## config.mk

```make
export PLATFORM = sky130hd
export DESIGN_NAME = vrq_ctrl
export DESIGN_NICKNAME = d
export VERILOG_FILES = /design/src/sv/vrq_pkg.sv /design/src/sv/vrq_ctrl.sv
export SDC_FILE = /design/constraint.sdc
export NUM_CORES = 1
export LEC_CHECK = 0
export BUFFER_PORTS_ARGS = -buffer_cell sky130_fd_sc_hd__buf_2
export CORE_AREA = 2 2 39 41
export DETAILED_ROUTE_END_ITERATION = 8
export DIE_AREA = 0 0 41 43
export PLACE_DENSITY = 0.36
export SYNTH_ARGS = -nofsm -noshare
export SYNTH_HDL_FRONTEND = slang
export SYNTH_SLANG_ARGS = --single-unit
```

## constraint.sdc

```tcl
create_clock -name i_clk -period 1.9 [get_ports i_clk]
set_clock_uncertainty 0.05 [all_clocks]
set_input_delay 0.38 -clock i_clk [delete_from_list [all_inputs] [get_ports i_clk]]
set_output_delay 0.38 -clock i_clk [all_outputs]
set_load 0.005 [all_outputs]
```

## src/sv/vrq_pkg.sv

```systemverilog
// Shared constants, types and the axis pick table for the voxel ray occlusion query core.
package vrq_pkg;

    localparam int MAX_SIZE_X_DEF    = 32;
    localparam int MAX_SIZE_Y_DEF    = 32;
    localparam int MAX_SIZE_Z_DEF    = 32;
    localparam int FRACTION_BITS_DEF = 8;

    localparam int SENSOR_W = 16;
    localparam int SIZE_W   = 6;
    localparam int VOX_W    = 5;
    localparam int PADDR_W  = 5;
    localparam int PDATA_W  = 32;

    localparam logic [SENSOR_W-1:0] SENSOR_RESET = 16'd4096;
    localparam logic [SIZE_W-1:0]   SIZE_RESET   = 6'd32;

    localparam logic [1:0] OP_SET   = 2'd0;
    localparam logic [1:0] OP_FREE  = 2'd1;
    localparam logic [1:0] OP_QUERY = 2'd2;

    localparam logic [2:0] REG_SENSOR_X = 3'd0;
    localparam logic [2:0] REG_SENSOR_Y = 3'd1;
    localparam logic [2:0] REG_SENSOR_Z = 3'd2;
    localparam logic [2:0] REG_SIZE_X   = 3'd3;
    localparam logic [2:0] REG_SIZE_Y   = 3'd4;
    localparam logic [2:0] REG_SIZE_Z   = 3'd5;

    typedef struct packed {
        logic clear;
        logic mark;
        logic load;
        logic step;
        logic finish;
        logic hit;
    } t_cmd;

    typedef struct packed {
        logic clear_last;
        logic outside;
        logic occupied;
        logic walk_end;
    } t_sts;

    function automatic logic [1:0] axis_pick(input logic [2:0] code);
        logic [1:0] ax;
        case (code)
            3'd0: ax = 2'd2;
            3'd1: ax = 2'd1;
            3'd2: ax = 2'd2;
            3'd3: ax = 2'd1;
            3'd4: ax = 2'd2;
            3'd5: ax = 2'd2;
            3'd6: ax = 2'd0;
            3'd7: ax = 2'd0;
            default: ax = 2'd2;
        endcase
        return ax;
    endfunction

endpackage

```

## src/sv/vrq_ctrl.sv

```systemverilog
// Controller state machine: clearing pass, command intake and ray walk sequencing.
module vrq_ctrl (
    input  logic          i_clk,
    input  logic          i_rst_n,
    input  logic          i_start,
    input  logic [1:0]    i_operation,
    input  vrq_pkg::t_sts i_sts,
    output vrq_pkg::t_cmd o_cmd,
    output logic          o_busy
);

    localparam logic [1:0] S_CLEAR = 2'd0;
    localparam logic [1:0] S_IDLE  = 2'd1;
    localparam logic [1:0] S_TEST  = 2'd2;
    localparam logic [1:0] S_CHECK = 2'd3;

    logic [1:0] r_state;
    logic [1:0] n_state;

    always_comb begin
        n_state = r_state;
        o_cmd   = '0;
        case (r_state)
            S_CLEAR: begin
                o_cmd.clear = 1'b1;
                if (i_sts.clear_last) begin
                    n_state = S_IDLE;
                end
            end
            S_IDLE: begin
                if (i_start) begin
                    if (i_operation == vrq_pkg::OP_QUERY) begin
                        o_cmd.load = 1'b1;
                        n_state    = S_TEST;
                    end else if (i_operation == vrq_pkg::OP_SET
                              || i_operation == vrq_pkg::OP_FREE) begin
                        o_cmd.mark = 1'b1;
                    end
                end
            end
            S_TEST: begin
                if (i_sts.outside) begin
                    o_cmd.finish = 1'b1;
                    n_state      = S_IDLE;
                end else begin
                    n_state = S_CHECK;
                end
            end
            S_CHECK: begin
                if (i_sts.occupied) begin
                    o_cmd.finish = 1'b1;
                    o_cmd.hit    = 1'b1;
                    n_state      = S_IDLE;
                end else begin
                    o_cmd.step = 1'b1;
                    if (i_sts.walk_end) begin
                        o_cmd.finish = 1'b1;
                        n_state      = S_IDLE;
                    end else begin
                        n_state = S_TEST;
                    end
                end
            end
            default: n_state = S_IDLE;
        endcase
    end

    always_ff @(posedge i_clk) begin
        if (!i_rst_n) begin
            r_state <= S_CLEAR;
        end else begin
            r_state <= n_state;
        end
    end

    assign o_busy = (r_state != S_IDLE);

endmodule

```

# Word level (Yosys, flattened, before mapping)
# Index checks and enable logic that the tools add are counted.
# op_classes
n_eq_ne	9
n_reduce_logical	4
n_mux	21
# ops
op	n
$mux 2	8
$mux 1	11
$pmux 2 s4	1
$eq 2x2->1 const B	3
$ne 2x2->1 const B	3
$eq 2x1->1 const B	2
$logic_not 2->1	2
$reduce_and 3->1	1
$ne 2x1->1 const B	1
$pmux 1 s2	1
$logic_or 1x1->1	1
# word_totals
regBits	2

# Logic depth before layout (Yosys ltp)
# Gate-level depths: netlist of run 1.
# logic_depth
word_depth	6
depth_mapped	3

# Worst setup path after synthesis of run 1
# OpenSTA, ideal clock, no wires.
# synth_timing
path_kind	reg2out
start	register r_state[1]
end	output o_cmd[4] in the netlist's numbering
n_path_buf	0
path_stages_with_launch	4
slack_ps	756
arrival_time_ps	714
required_ps	1470
path_cell_list	dfxtp_1 -> inv_1 -> nand2_1 -> nor3b_1
# synth_lines
item	line	text
start, declared	vrq_ctrl.sv:17	logic [1:0] r_state;
start signal, assigned	vrq_ctrl.sv:72	r_state <= n_state;
end, declared	vrq_ctrl.sv:8	output vrq_pkg::t_cmd o_cmd,

==> impl_metrics.yaml, run 1 <==
final_layout:
  top_register: "r_state"
  layout_common_cells: "15 x buf_2, 4 x nor2_1, 3 x nand2_1, 3 x clkbuf_4"
  fillers: 160
  largest_register_ffs: 2
  largest_registers: "r_state x2"
  final_nets: 48
  syn2layout_area_growth_pct: 84.68
  drive_gt1_share_pct: 51.35
  multiInputGateArea_um2: 95.09
  register_area_um2: 40.04
  final_common_cell: "buf_2"
  stdcell_count: 53
  antenna_cells: 0
clock_network:
  insertion_delay_ns: 0.22
  cts_resized: 0
  cts_root_buffer: "clkbuf_4"
  clock_sinks: 2
  path_clk_slew_ns: 0.03
  cts_tree: "done"
  cts_buffers: 3
  ctsHtreeMaxLevel: 1
  max-clock-path-buffers: 2
  postCtsHoldBufs: 0
  cts_setup_buffers: 0
hold_path:
  hp-class: "input pin to register"
  hp-start: "i_rst_n"
placement:
  placement.io_buffers: 15
  place_inst: 50
  dp_hpwl_um: 395
  gp_congestion: 0.6640
sta:
  rsz0062_at_grt: "no"
  final.setup.tns_ns: 0
  final_max_slew_viol_count: 0
  period_minus_slack_ns: 1.574
  finalHoldViolCount: 0
  maxClockFrequency_ghz: 0.6353
  tightest_slew_ns: 0.2389
  setup_viol: 0
  slew-limit-headroom_pct: 84.05
  fin_crit_sh_pct: 82.85
worst_setup_path:
  arrival_ns: 1.14
  cp-start-kind: "register"
  crit_required_ns: 1.47
  path_class: "register to primary output"
  reg2reg_slack_ns: 0.83
  timing.rr.start: "r_state[0]"
  worstSetupEndpointType: "primary output"
  worstSetupStartpoint: "r_state[0]"
  critical_path_peak_fanout: 8
power:
  p_per_area_nw_per_um2: 655.6
  max-vdd-ir-drop_v: 0.0002224
  p_leak_nw: 0.1296
global_route:
  grt_first_pass_wirelength_um: 669
  grt_pass1_vias: 183
  grt_use_total_pct: 6.106
  antenna_found_initial: 0
  grt.overflow.total: 0
  grt_max_degree: 9
synth:
  ys_types: 12
  ys_warn_count: 0
  syn_inst: 19
  synth_area_um2: 138.9
  syn_avg_cell_area_um2: 7.310
  synth_seq_cells: 2
  synth_nets: 28
  yosysSeqAreaShare_pct: 28.83
route:
  vias: 203
  drcViolationCount: 0
  viasPerCell: 3.830
  drt-initial-drc-count: 4
  wl_per_cell_um: 9.283
  antenna_left: 0
  first_pass_iters: 4
  finalWirelength_um: 492
floorplan:
  start_util_pct: 10.04
  die-area_um2: 1763
  die_x_um: 41
  row_count: 14
  die_h_um: 43
  coreArea_um2: 1384
  num_io_pins: 16
outcome:
  status: "completed"
job:
  cap_violations: 0
==> synthesized netlist by cell type, drive strengths merged <==
master,instances,area (um2)
and3,1,6.260
dfxtp,2,40.04
inv,1,3.750
nand2,3,11.26
nand4b,1,8.760
nor2,4,15.01
nor3,1,5.000
nor3b,2,20.02
o2111ai,1,8.760
o21a,2,15.01
o21ai,1,5.000
==> path summary, 6_finish.rpt <==
path,endpoint,cells after the start
max,o_cmd[1],3
min,r_state[1],2
max reg2reg,r_state[1],3
min reg2reg,r_state[0],2
==> through the flow <==
| stage | area, um2 | hold slack (ns) | utilization (%) | total power, mW | setup WS (ns) |
|---|---|---|---|---|---|
| 2_1_floorplan | 138.9 | 0.4446 | - | 0.05860 | 0.7559 |
| 3_3_place_gp | 234.0 | 0.5057 | 16.91 | 0.07657 | 0.4941 |
| 3_5_place_dp | 234.0 | 0.5040 | 16.91 | 0.07611 | 0.5117 |
| 4_1_cts | 256.5 | 0.3320 | 18.54 | 0.1760 | 0.3148 |
| 5_1_grt | 256.5 | 0.3477 | 18.54 | 0.1780 | 0.2028 |
| 6_report | 256.5 | 0.3414 | 18.54 | 0.1682 | 0.3259 |
==> logic make-up (layout without fill, tap and decap cells) <==
kind of cell	count (synthesis)	count (layout)	synth area share, %
flip-flops	2	2	28.83
buffers and inverters	1	19	2.700
AO/OA/AOI/OAI	4	4	20.72
AND/OR/NAND/NOR	12	12	47.75
==> layout make-up <==
type	count	area share (%)
Inverter	1	1.463
Tap cell	16	7.805
Clock buffer	3	8.780
Sequential cell	2	15.61
Timing Repair Buffer	15	29.27
Multi-Input combinational cell	16	37.07
==> worst max-delay path, cell delays in order, from the launching register on <==
cell	delay [ns]
dfxtp_1	0.44
nor3b_2	0.27
nor3_1	0.08
buf_2	0.13
==> power by group <==
part           switching [mW]  leakage [nW]  internal [mW]
registers             0.00431        0.0165         0.0447
clock network          0.0233        0.0138         0.0696
logic                  0.0115        0.0994         0.0148
total                  0.0391         0.130          0.129
==> per-layer routing <==
layer | up-vias | wire length, um | track usage (%)
met1 | 83 | 220 | 8.280
met2 | 16 | 156 | 5.625
met4 | 0 | 0 | 8.000
met3 | 0 | 116 | 2.618
li1 | 104 | - | -
met5 | - | 0 | 0
(Power assumes the default switching activity.)
==> run 2: changes to the inputs <==
- clock period: 1.9 -> 1.65 ns (I/O delays scaled with it)
==> impl_metrics.yaml, run 2 (synthesized netlist as in run 1, its figures left out) <==
global_route:
  grt.overflow.total: 0
  grt_use_total_pct: 7.014
  grt_pass1_vias: 187
  grt_max_degree: 9
  grt_first_pass_wirelength_um: 772
  antenna_found_initial: 0
worst_setup_path:
  cp_num_buf_inv: 1
  cpPeakStageDelay_ns: 0.44
  r2r_cells: 3
  arrival_ns: 1.14
  critical_path_peak_fanout: 8
  rr_endpoint: "r_state[1]"
  timing.rr.start: "r_state[0]"
  slowest_stage: "dfxtp_1"
  path_delay_family: "flip-flops"
  cp-start-kind: "register"
  path_class: "register to primary output"
  crit_chain: "nor3b_2, nor3_1, buf_2"
  reg2reg_slack_ns: 0.56
  crit_required_ns: 1.27
  worstSetupEndpointType: "primary output"
clock_network:
  clock_sinks: 2
  cts_tree: "done"
  postCtsHoldBufs: 0
  max-clock-path-buffers: 2
  cts_resized: 0
  cts_buffers: 3
  path_clk_slew_ns: 0.03
  cts_root_buffer: "clkbuf_4"
  insertion_delay_ns: 0.22
  ctsHtreeMaxLevel: 1
  cts_setup_buffers: 0
final_layout:
  fin_util_pct: 18.54
  multiInputGateArea_um2: 95.09
  syn2layout_area_growth_pct: 84.68
  final_nets: 48
  antenna_cells: 0
  largest_registers: "r_state x2"
  top_register: "r_state"
  layout_common_cells: "15 x buf_2, 4 x nor2_1, 3 x nand2_1, 3 x clkbuf_4"
  drive_gt1_share_pct: 51.35
  register_area_um2: 40.04
  fillers: 152
  final_common_cell: "buf_2"
  largest_register_ffs: 2
hold_path:
  hp-start: "i_rst_n"
  min_to: "r_state[1]"
  hold_depth: 2
  hp-class: "input pin to register"
floorplan:
  num_io_pins: 16
  die_h_um: 43
  row_count: 14
  die_x_um: 41
  die-area_um2: 1763
  coreArea_um2: 1384
  start_util_pct: 10.04
sta:
  fin_crit_sh_pct: 92.33
  holdWs_ns: 0.3070
  tightest_slew_ns: 0.2359
  period_minus_slack_ns: 1.523
  final.setup.tns_ns: 0
  maxClockFrequency_ghz: 0.6564
  finalHoldViolCount: 0
  setup_viol: 0
  slew-limit-headroom_pct: 84.25
  final_max_slew_viol_count: 0
  rsz0062_at_grt: "yes"
placement:
  placement.io_buffers: 15
  dp_hpwl_um: 395.8
  gp_congestion: 0.6416
route:
  wl_per_cell_um: 9.170
  vias: 202
  viasPerCell: 3.811
  drcViolationCount: 0
  first_pass_iters: 2
  antenna_left: 0
  finalWirelength_um: 486
  drt-initial-drc-count: 2
outcome:
  status: "completed"
job:
  cap_violations: 0
power:
  p_leak_nw: 0.1296
  p_per_area_nw_per_um2: 755.3
  max-vdd-ir-drop_v: 0.0002789
run 2: cell counts in the layout (fill, tap and decap cells not counted):
No cell type changed its count.
run 2: per-layer routing:
metal / GRT usage [%] / share of wire, % / vias to the layer above
met1: 8.307 / 47 / 79
met5: 0 / 0 / -
li1: - / - / 104
met2: 7.500 / 29 / 19
met4: 2.000 / 0 / 0
met3: 8.901 / 24 / 0
run 2: worst max-delay path by stage:
stage	start	end	cells after the start
finish	r_state[0]	o_cmd[1]	3
global route	r_state[0]	o_cmd[1]	3
CTS	r_state[0]	o_cmd[1]	3
detailed placement	r_state[0]	o_cmd[1]	3
global placement	r_state[0]	o_cmd[1]	3
floorplan	r_state[1]	o_cmd[4]	3
run 2: per-stage QoR:
stage	instances	power [mW]	setup WS (ns)	instance area, um2
4_1_cts	53	0.1995	0.1139	256.5
6_report	53	0.1937	0.1266	256.5
3_3_place_gp	50	0.08899	0.3451	234.0
5_1_grt	53	0.2137	-0.003880	256.5
2_1_floorplan	19	0.06748	0.5559	138.9
3_5_place_dp	50	0.08753	0.3571	234.0
run 2: cell type report:
class / count / share of cell area, %
repair buffers: 15 / 29.27
well taps: 16 / 7.805
inverters: 1 / 1.463
multi-input cells: 16 / 37.07
clock buffers: 3 / 8.780
flip-flops and latches: 2 / 15.61
run 2: worst register-to-register path, stage by stage (launching register included):
cell and delay [ns]:
dfxtp_1 0.44, nor3b_2 0.28, o21a_1 0.16, o21a_1 0.10
run 2: power breakdown:
part | switching, mW | internal, mW | leakage [nW]
Sequential | 0.00492 | 0.0515 | 0.0165
Clock | 0.0270 | 0.0801 | 0.0138
Combinational | 0.0132 | 0.0170 | 0.0994
==> run 3: changes to the inputs <==
- BUFFER_PORTS_ARGS: -buffer_cell sky130_fd_sc_hd__buf_2 -> unset
- DONT_BUFFER_PORTS: unset -> 1
- PLACE_DENSITY: 0.36 -> 0.3
- SLEW_MARGIN: unset -> 20
==> impl_metrics.yaml, run 3 (synthesized netlist as in run 1, its figures left out) <==
final_layout:
  drive_gt1_share_pct: 18.18
  layout_common_cells: "4 x nor2_1, 3 x nand2_1, 3 x clkbuf_4"
  fillers: 157
  largest_register_ffs: 2
  largest_registers: "r_state x2"
  syn2layout_area_growth_pct: 30.63
  fin_util_pct: 13.11
  final_common_cell: "nor2_1"
  top_register: "r_state"
  antenna_cells: 0
  final_nets: 33
floorplan:
  start_util_pct: 10.04
  num_io_pins: 16
  coreArea_um2: 1384
  row_count: 14
  die_x_um: 41
  die_h_um: 43
  die-area_um2: 1763
route:
  first_pass_iters: 1
  drcViolationCount: 0
  viasPerCell: 3.816
  drt-met1-wl_um: 153
  met3_length_um: 141
  wl_per_cell_um: 9.947
  dr_wl_met2_um: 83
  drt-initial-drc-count: 0
  highest_layer: "met3"
  finalWirelength_um: 378
  antenna_left: 0
  vias: 145
worst_setup_path:
  timing.rr.start: "r_state[0]"
  reg2reg_slack_ns: 0.59
  path_class: "register to primary output"
  arrival_ns: 1.03
  worstSetupEndpointType: "primary output"
  critical_path_peak_fanout: 7
  cp-start-kind: "register"
  rr_endpoint: "r_state[1]"
  r2r_cells: 3
  crit_required_ns: 1.27
sta:
  final.setup.tns_ns: 0
  period_minus_slack_ns: 1.407
  maxClockFrequency_ghz: 0.7109
  slew-limit-headroom_pct: 83.86
  final_max_slew_viol_count: 0
  finalHoldViolCount: 0
  fin_crit_sh_pct: 85.25
  tightest_slew_ns: 0.2403
  setup_viol: 0
  rsz0062_at_grt: "no"
global_route:
  grt_max_degree: 9
  antenna_found_initial: 0
  grt_use_total_pct: 4.605
  grt_first_pass_wirelength_um: 414
  grt.overflow.total: 0
  grt_pass1_vias: 110
placement:
  gp_congestion: 0.4872
  placement.io_buffers: 0
clock_network:
  path_clk_slew_ns: 0.03
  insertion_delay_ns: 0.23
  cts_resized: 0
  cts_setup_buffers: 0
  max-clock-path-buffers: 2
  clock_sinks: 2
  cts_buffers: 3
  cts_tree: "done"
  ctsHtreeMaxLevel: 1
  postCtsHoldBufs: 0
  cts_root_buffer: "clkbuf_4"
power:
  p_int_mw: 0.1382
  p_leak_nw: 0.06394
  pwr-share-seq_pct: 31.1
  clkPwrFrac_pct: 61.5
  switching_share_pct: 23.04
  comb_power_share_pct: 7.4
  power_switching_mw: 0.04137
  p_per_area_nw_per_um2: 989.5
  max-vdd-ir-drop_v: 0.0002571
job:
  cap_violations: 0
outcome:
  status: "completed"
hold_path:
  hold_depth: 1
  hp-start: "i_rst_n"
  hp-class: "input pin to register"
  min_to: "r_state[1]"
run 3: cell types whose count changed in the layout (fill, tap and decap cells not counted), sizes merged:
cell  previous run  this run
buf             15         0
run 3: layout make-up:
class / instances / area [um2] / area share [%]
inverters: 1 / 3.754 / 2.069
multi-input cells: 16 / 95.09 / 52.41
well taps: 16 / 20.02 / 11.03
clock buffers: 3 / 22.52 / 12.41
flip-flops and latches: 2 / 40.04 / 22.07
run 3: power groups by stage:
stage / combinational [mW] / clock, mW / sequential (mW)
3_3_place_gp: 0.0138 / 0 / 0.0565
3_5_place_dp: 0.0136 / 0 / 0.0568
4_1_cts: 0.0136 / 0.117 / 0.0561
6_report: 0.0133 / 0.110 / 0.0559
2_1_floorplan: 0.0119 / 0 / 0.0556
5_1_grt: 0.0157 / 0.126 / 0.0566
run 3: critical path: stages, from the launching register on:
cell,delay (ns)
dfxtp_1,0.35
inv_1,0.11
nand2_1,0.09
nor3b_1,0.26
run 3: worst max-delay path by stage:
| stage | start | endpoint | slack, ns |
|---|---|---|---|
| after floorplan | r_state[1] | o_cmd[4] | 0.56 |
| after global placement | r_state[1] | o_cmd[4] | 0.45 |
| after detailed placement | r_state[0] | o_cmd[4] | 0.46 |
| after CTS | r_state[0] | o_cmd[4] | 0.21 |
| after global routing | r_state[1] | o_cmd[4] | 0.12 |
| final | r_state[1] | o_cmd[4] | 0.24 |
run 3: through the flow:
stage,power (mW),cells,setup WS [ns],hold WS (ns),cell area [um2]
6_report,0.1795,38,0.2434,0.1761,181.4
3_3_place_gp,0.07033,35,0.4549,0.4024,158.9
2_1_floorplan,0.06748,19,0.5559,0.3975,138.9
4_1_cts,0.1868,38,0.2148,0.1690,181.4
5_1_grt,0.1982,38,0.1238,0.1666,181.4
3_5_place_dp,0.07039,35,0.4603,0.4078,158.9
run 3: layer usage:
layer | vias to the layer above | GRT usage [%]
met5 | - | 0
met4 | 0 | 0
met3 | 0 | 12.57
met2 | 18 | 4.063
met1 | 53 | 2.866
li1 | 74 | -
